## config.mk

```make
export PLATFORM = sky130hd
export DESIGN_NAME = kvt_cell
export DESIGN_NICKNAME = d
export VERILOG_FILES = /design/src/rtl/kvt_pkg.sv /design/src/rtl/kvt_cell.sv
export SDC_FILE = /design/constraint.sdc
export NUM_CORES = 1
export LEC_CHECK = 0
export BUFFER_PORTS_ARGS = -buffer_cell sky130_fd_sc_hd__buf_4
export CAP_MARGIN = 20
export CELL_PAD_IN_SITES_DETAIL_PLACEMENT = 1
export CELL_PAD_IN_SITES_GLOBAL_PLACEMENT = 1
export CORE_AREA = 4 4 205 207
export DETAILED_ROUTE_END_ITERATION = 12
export DIE_AREA = 0 0 209 211
export PLACE_DENSITY = 0.57
export SLEW_MARGIN = 30
export SYNTH_ARGS = -nofsm -noshare
export SYNTH_HDL_FRONTEND = slang
export SYNTH_SLANG_ARGS = --single-unit
export TNS_END_PERCENT = 10
```

## constraint.sdc

```tcl
create_clock -name clk -period 7.55 [get_ports clk]
set_input_delay 0.3775 -clock clk [delete_from_list [all_inputs] [get_ports clk]]
set_output_delay 0.3775 -clock clk [all_outputs]
set_load 0.01 [all_outputs]
```

## src/rtl/kvt_pkg.sv

```systemverilog
package kvt_pkg;

    // widths of the request and result fields on the channels
    localparam int WORD_BITS = 64;
    localparam int MODE_BITS = 2;
    localparam int STATUS_BITS = 2;

    // request modes
    localparam logic [MODE_BITS-1:0] MODE_PUT   = 2'd0;
    localparam logic [MODE_BITS-1:0] MODE_DEL   = 2'd1;
    localparam logic [MODE_BITS-1:0] MODE_GET   = 2'd2;
    localparam logic [MODE_BITS-1:0] MODE_OTHER = 2'd3;

    // result status codes
    localparam logic [STATUS_BITS-1:0] STATUS_OK        = 2'd0;
    localparam logic [STATUS_BITS-1:0] STATUS_NOT_FOUND = 2'd1;
    localparam logic [STATUS_BITS-1:0] STATUS_FULL      = 2'd2;
    localparam logic [STATUS_BITS-1:0] STATUS_INVALID   = 2'd3;

    // search token handed from cell to cell
    typedef struct packed {
        logic active;
        logic hit;
    } tok_t;

    typedef enum logic [1:0] {
        ST_IDLE,
        ST_SEARCH,
        ST_FINISH
    } state_t;

endpackage

```

## src/rtl/kvt_cell.sv

```systemverilog
module kvt_cell #(
    parameter int INDEX       = 0,
    parameter int MAX_ENTRIES = 128,
    parameter int KEY_BITS    = 64,
    parameter int VALUE_BITS  = 64
) (
    input  logic                             clk,
    input  logic                             rst_n,
    // request broadcast from the controller
    input  logic [kvt_pkg::MODE_BITS-1:0]    req_mode,
    input  logic [KEY_BITS-1:0]              req_key,
    input  logic [VALUE_BITS-1:0]            req_value,
    input  logic [$clog2(MAX_ENTRIES+1)-1:0] count,
    // token from the left neighbor, registered token to the right
    input  kvt_pkg::tok_t                    tok_in,
    input  logic [VALUE_BITS-1:0]            found_in,
    output kvt_pkg::tok_t                    tok_out,
    output logic [VALUE_BITS-1:0]            found_out,
    // entry moving left during a delete
    input  logic                             shift_in,
    input  logic [KEY_BITS-1:0]              nb_key_in,
    input  logic [VALUE_BITS-1:0]            nb_value_in,
    output logic                             shift_out,
    output logic [KEY_BITS-1:0]              key_out,
    output logic [VALUE_BITS-1:0]            value_out
);
    localparam int CNT_W = $clog2(MAX_ENTRIES + 1);
    localparam logic [CNT_W-1:0] IDX = CNT_W'(INDEX);

    logic [KEY_BITS-1:0]   key_reg;
    logic [KEY_BITS-1:0]   key_next;
    logic [VALUE_BITS-1:0] value_reg;
    logic [VALUE_BITS-1:0] value_next;
    kvt_pkg::tok_t         tok_reg;
    kvt_pkg::tok_t         tok_next;
    logic [VALUE_BITS-1:0] found_reg;
    logic [VALUE_BITS-1:0] found_next;

    logic occupied;
    logic match;
    logic append;

    assign occupied  = (IDX < count);
    assign match     = tok_in.active && occupied && (key_reg == req_key);
    // first free slot, reached with no earlier hit
    assign append    = tok_in.active && (req_mode == kvt_pkg::MODE_PUT)
                       && !tok_in.hit && (IDX == count);
    // every slot past a deleted one moves one step left
    assign shift_out = tok_in.active && (req_mode == kvt_pkg::MODE_DEL) && tok_in.hit;
    assign key_out   = key_reg;
    assign value_out = value_reg;

    always_comb
    begin
        key_next   = key_reg;
        value_next = value_reg;
        priority if (shift_in)
        begin
            key_next   = nb_key_in;
            value_next = nb_value_in;
        end
        else if (append)
        begin
            key_next   = req_key;
            value_next = req_value;
        end
        else if (match && (req_mode == kvt_pkg::MODE_PUT))
        begin
            value_next = req_value;
        end
        else
        begin
            key_next   = key_reg;
            value_next = value_reg;
        end
    end

    always_comb
    begin
        tok_next.active = tok_in.active;
        tok_next.hit    = tok_in.hit || match;
        found_next      = match ? value_reg : found_in;
    end

    always_ff @(posedge clk or negedge rst_n)
    begin
        if (!rst_n)
        begin
            tok_reg <= '0;
        end
        else
        begin
            tok_reg <= tok_next;
        end
    end

    always_ff @(posedge clk)
    begin
        key_reg   <= key_next;
        value_reg <= value_next;
        found_reg <= found_next;
    end

    assign tok_out   = tok_reg;
    assign found_out = found_reg;

endmodule

```

### Word-level counts from Yosys, hierarchy flattened

Index checks and enable logic that the tools add are counted.

| storage, ports and cells | value |
|---|---|
| logic and storage cells | 28 |
| input bits | 335 |
| register bits after elaboration | 194 |

| operators by class | value |
|---|---|
| reductions and logical operators | 14 |
| muxes and demuxes | 6 |
| order comparisons | 1 |
| equal/unequal tests | 2 |

Operator list:

| cell | count |
|---|---|
| $mux 64 | 6 |
| $eq 64x64->1 | 1 |
| $logic_and 1x1->1 | 8 |
| $logic_not 8->1 | 1 |
| $lt 1x8->1 const A | 1 |
| $reduce_bool 3->1 | 1 |
| $eq 2x1->1 const B | 1 |
| $logic_not 2->1 | 1 |
| $reduce_bool 2->1 | 1 |
| $logic_not 1->1 | 1 |
| $logic_or 1x1->1 | 1 |

### Longest topological paths before layout

| depth | value |
|---|---|
| word-level depth | 7 |
| depth in mapped cells | 8 |
| gate-level depth less buffers | 6 |

### Worst setup path after synthesis

OpenSTA, ideal clock, no wires.

| path | value |
|---|---|
| kind | input to register |
| from | in count[7] |
| to | reg value_reg[0] (netlist: value_out[0]) (enable) |
| required time | 7.051 ns |
| buffers on the path | 0 |
| arrival | 9.444 ns |
| slack | -2.394 ns |
| cell stages on the path | 4 |
| setup time | 0.499 ns |
| cell sequence | nor4_1 > nand2_1 > o41ai_1 > o21bai_1 |

| between the ends | value |
|---|---|
| word-level cells in the longest chain between the ends | 5 |

Ends and longest elaborated chain:

| element | line | source |
|---|---|---|
| start, declared | kvt_cell.sv:13 | `input logic [$clog2(MAX_ENTRIES+1)-1:0] count,` |
| $lt 1x8->1 | kvt_cell.sv:43 | `assign occupied = (IDX < count);` |
| $logic_and 1x1->1 (2 in series) | kvt_cell.sv:44 | `assign match = tok_in.active && occupied && (key_reg == req_key);` |
| $logic_and 1x1->1 | kvt_cell.sv:67 | `else if (match && (req_mode == kvt_pkg::MODE_PUT))` |
| $reduce_bool 3->1 (no source line) (*) | -- |  |
| end signal, assigned | kvt_cell.sv:100 | `value_reg <= value_next;` |
| end, declared | kvt_cell.sv:32 | `logic [VALUE_BITS-1:0] value_reg;` |

Every way passes the cells marked *; elsewhere a longest branch is shown, timed or not.
A chain may end at the register's enable or synchronous reset.

### Worst setup path after layout

| path | value |
|---|---|
| from | reg key_reg[0] (netlist: key_out[0]) |
| to | reg value_reg[8] (netlist: value_out[8]) (enable) |

| between the ends | value |
|---|---|
| word-level cells in the longest chain between the ends | 4 |

Ends and longest elaborated chain:

| element | line | source |
|---|---|---|
| start, declared | kvt_cell.sv:30 | `logic [KEY_BITS-1:0] key_reg;` |
| start signal, assigned | kvt_cell.sv:99 | `key_reg <= key_next;` |
| $eq 64x64->1 | kvt_cell.sv:44 |  |
| $logic_and 1x1->1 | kvt_cell.sv:44 |  |
| $logic_and 1x1->1 | kvt_cell.sv:67 |  |
| $reduce_bool 3->1 (no source line) | -- |  |

Every way passes these cells.

==> results_dict.tcl <==
set metrics [dict create \
    syn_area_per_cell_sq_um 15.8 \
    drt-pass1-iter-count 5 \
    crit_top_cell "nand4_1" \
    cp-start-kind "flip-flop" \
    max_slew.worst_pin.slew_ps 986 \
    synth-simple-area-share_pct 2.64 \
    dp.cells 1576 \
    gp_congestion 0.826 \
    die_y_um 211 \
    p_sw_mw 0.707 \
    switching_share_pct 25.8 \
    crit_family "simple AND/OR/NAND/NOR gates" \
    grt_pass1_vias 7298 \
    nets 1399 \
    die_w_um 209 \
    synthFlopType "edfxtp_1" \
    area_growth_pct 61.9 \
    io_pins 530 \
    fin_ws_ps 3900 \
    async_flop_share_pct 1.03 \
    clkLatencyLatePin_ps 450 \
    grt_antenna_before_repair 0 \
    drt-total-wl_um 33800 \
    drc 0 \
    power-per-cell-area_nw_per_um2 201 \
    cts_buffers 17 \
    regArea_sq_um 5170 \
    vias_per_cell 4.06 \
    cts_setup_buffers 0 \
    skew_ps 12.1 \
    worstPathMaxFanout 64 \
    setup-violations-final 0 \
    dpl_worst_slack_ps 3640 \
    synthMuxAreaShare_pct 26.3 \
    wl_per_cell_um 21.0 \
    yosysWarnings 0 \
    max_stage_delay_ps 740 \
    cts_hold_buf 1 \
    synth.net_count 867 \
    p_int_mw 2.03 \
    drive_gt1_share_pct 69.6 \
    clock_sinks 194 \
    drt-initial-drc-count 157 \
    ys_ff_latch 194 \
    status "finished, final reports clean" \
    vdd_drop_max_mv 0.145 \
    syn_area_sq_um 8390 \
    slew_headroom_pct 34.3 \
    netlist_instances 532 \
    rsz0062_at_grt "no" \
    critPathSlowestCell "or4_4" \
    synth_cell_types 31 \
    period_needed_ps 3650 \
    synthAdderAreaFrac_pct 0 \
    io_buffer_count 529 \
    setup_tns_ps 0 \
    fin_cells 1609 \
    vias 6529 \
    ant_nets 0 \
    slew_viol_final 0 \
    overflow 0 \
    dp_hpwl_um 27100 \
    cp_cell_sequence "xnor2_1, nand4_1, nor4_1, nand4_1, or4_4, o21bai_4, buf_4" \
    min_path_type "input port to flip-flop" \
    drv_cap 0 \
    synth-compound-area-share_pct 2.31 \
    fillCellCount 4442 \
    cts.path.max_buffers 2 \
    rows 74 \
    initial_utilization_pct 20.8 \
    dieArea_sq_um 44100 \
    cts_tree "done" \
    cp.required_ps 7620 \
    p_clk_share_pct 35.1 \
    hold_viol_final 0 \
    finalCritPeriodShare_pct 48.4 \
    clk_pin_slew_worst_paths_ps 80 \
    grt_usage_pct 14.7 \
    synth_top_family_by_area "multiplexers" \
    pwr-share-comb_pct 18.2 \
    synth_xor_area_share_pct 4.80 \
    grt_max_degree 65 \
    worstPathArrival_ps 3730 \
    seq_power_share_pct 46.7 \
    multi_input_area_sq_um 3050 \
    endpoint_kind "flip-flop" \
    max_freq_mhz 274 \
    core_sq_um 40400 \
    diodes 0 \
    worstSetupPathType "flip-flop to flip-flop" \
    cts-root-buf "clkbuf_16" \
    path_buf_inv 1 \
    holdWs_ps 79.5 \
    leakage_nw 6.00 \
    htreeDepth 4 \
    seq_area_frac_synth_pct 61.7 \
    cts-resized-gates 0 \
    synth_edf_count 128 \
    grt_pass1_wl_um 48100 \
]
cells in the mapped netlist, types with 4 or more instances:
cell type	number	area, sq um
edfxtp_1	128	3840
mux2_4	38	571
o21ai_0	10	50.1
inv_1	19	71.3
a22oi_1	4	30.0
o22ai_1	7	43.8
nor4_1	12	75.1
nand2_1	11	41.3
dfxtp_1	64	1280
xor2_1	30	263
xnor2_1	16	140
buf_6	5	56.3
clkbuf_1	15	56.3
nand4_1	7	43.8
mux2_2	145	1630
cells by family after synthesis:
group,after synthesis
multiplexers,183
flip-flops,194
AND/OR/NAND/NOR,39
XOR/XNOR,46
AO/OA/AOI/OAI,29
buffers and inverters,41
through the flow:
stage | util, % | power, mW | instance area, sq um
after floorplan | - | 1.47 | 8400
after global placement | 32.1 | 1.81 | 13000
after detailed placement | 32.1 | 1.81 | 13000
after CTS | 33.7 | 2.80 | 13600
after global routing | 33.7 | 2.87 | 13600
final | 33.7 | 2.74 | 13600
sequential cells by signal, summed over array words and instances, names as in the netlist:
name,count
found_out,64
key_out,64
tok_out,2
value_out,64
final cells by class:
type                    count  share of cell area [%]
clock buffers              19                    3.19
clock inverters            13                    1.24
inverters                  19                   0.525
multi-input cells         297                    22.5
flip-flops and latches    194                    38.1
well taps                 532                    4.90
repair buffers            535                    29.6
final timing paths:
path / slack (ps) / cells past startpoint / from / end
min in group asynchronous: 250 / 2 / rst_n / tok_out[1]$_DFF_PN0_
worst min register to register: 510 / 1 / value_out[28]$_DFFE_PP_ / found_out[28]$_DFF_P_
worst max-delay path: 3900 / 7 / key_out[0]$_DFFE_PP_ / value_out[8]$_DFFE_PP_
max in group asynchronous: 7210 / 2 / rst_n / tok_out[0]$_DFF_PN0_
worst min-delay path: 80 / 1 / tok_in[1] / tok_out[1]$_DFF_PN0_
worst max register to register: 3900 / 7 / key_out[0]$_DFFE_PP_ / value_out[8]$_DFFE_PP_
per-layer routing:
layer  track usage [%]  up-vias  wire length [um]
met5                 0        -                 0
met4              3.92        0               411
met3              6.51       21              3220
met2              26.5      315             17500
met1              15.7     3139             12700
li1                  -     3054                 -
power by group through the flow:
stage	combinational [mW]	clock, mW	sequential, mW
finish	0.498	0.962	1.28
floorplan	0.136	0	1.34
detailed placement	0.509	0	1.30
CTS	0.511	1.01	1.28
global placement	0.507	0	1.30
global route	0.536	1.04	1.29
cell usage in the layout, fill, tap and decap left out, types with 2 or more instances in the layout:
cell / instances
bufinv_16: 2
o2bb2ai_1: 2
clkbuf_16: 17
inv_1: 19
nor4_1: 12
mux2_4: 38
mux2_2: 145
clkbuf_1: 2
o22ai_1: 7
nand2_1: 11
a22oi_1: 4
dfxtp_1: 64
nand4_1: 7
inv_6: 4
xnor2_1: 16
inv_8: 4
nand2b_1: 2
a22o_1: 2
o21ai_0: 10
buf_4: 533
dfrtp_1: 2
xor2_1: 30
edfxtp_1: 128
Power figures use the tool's default switching activity.
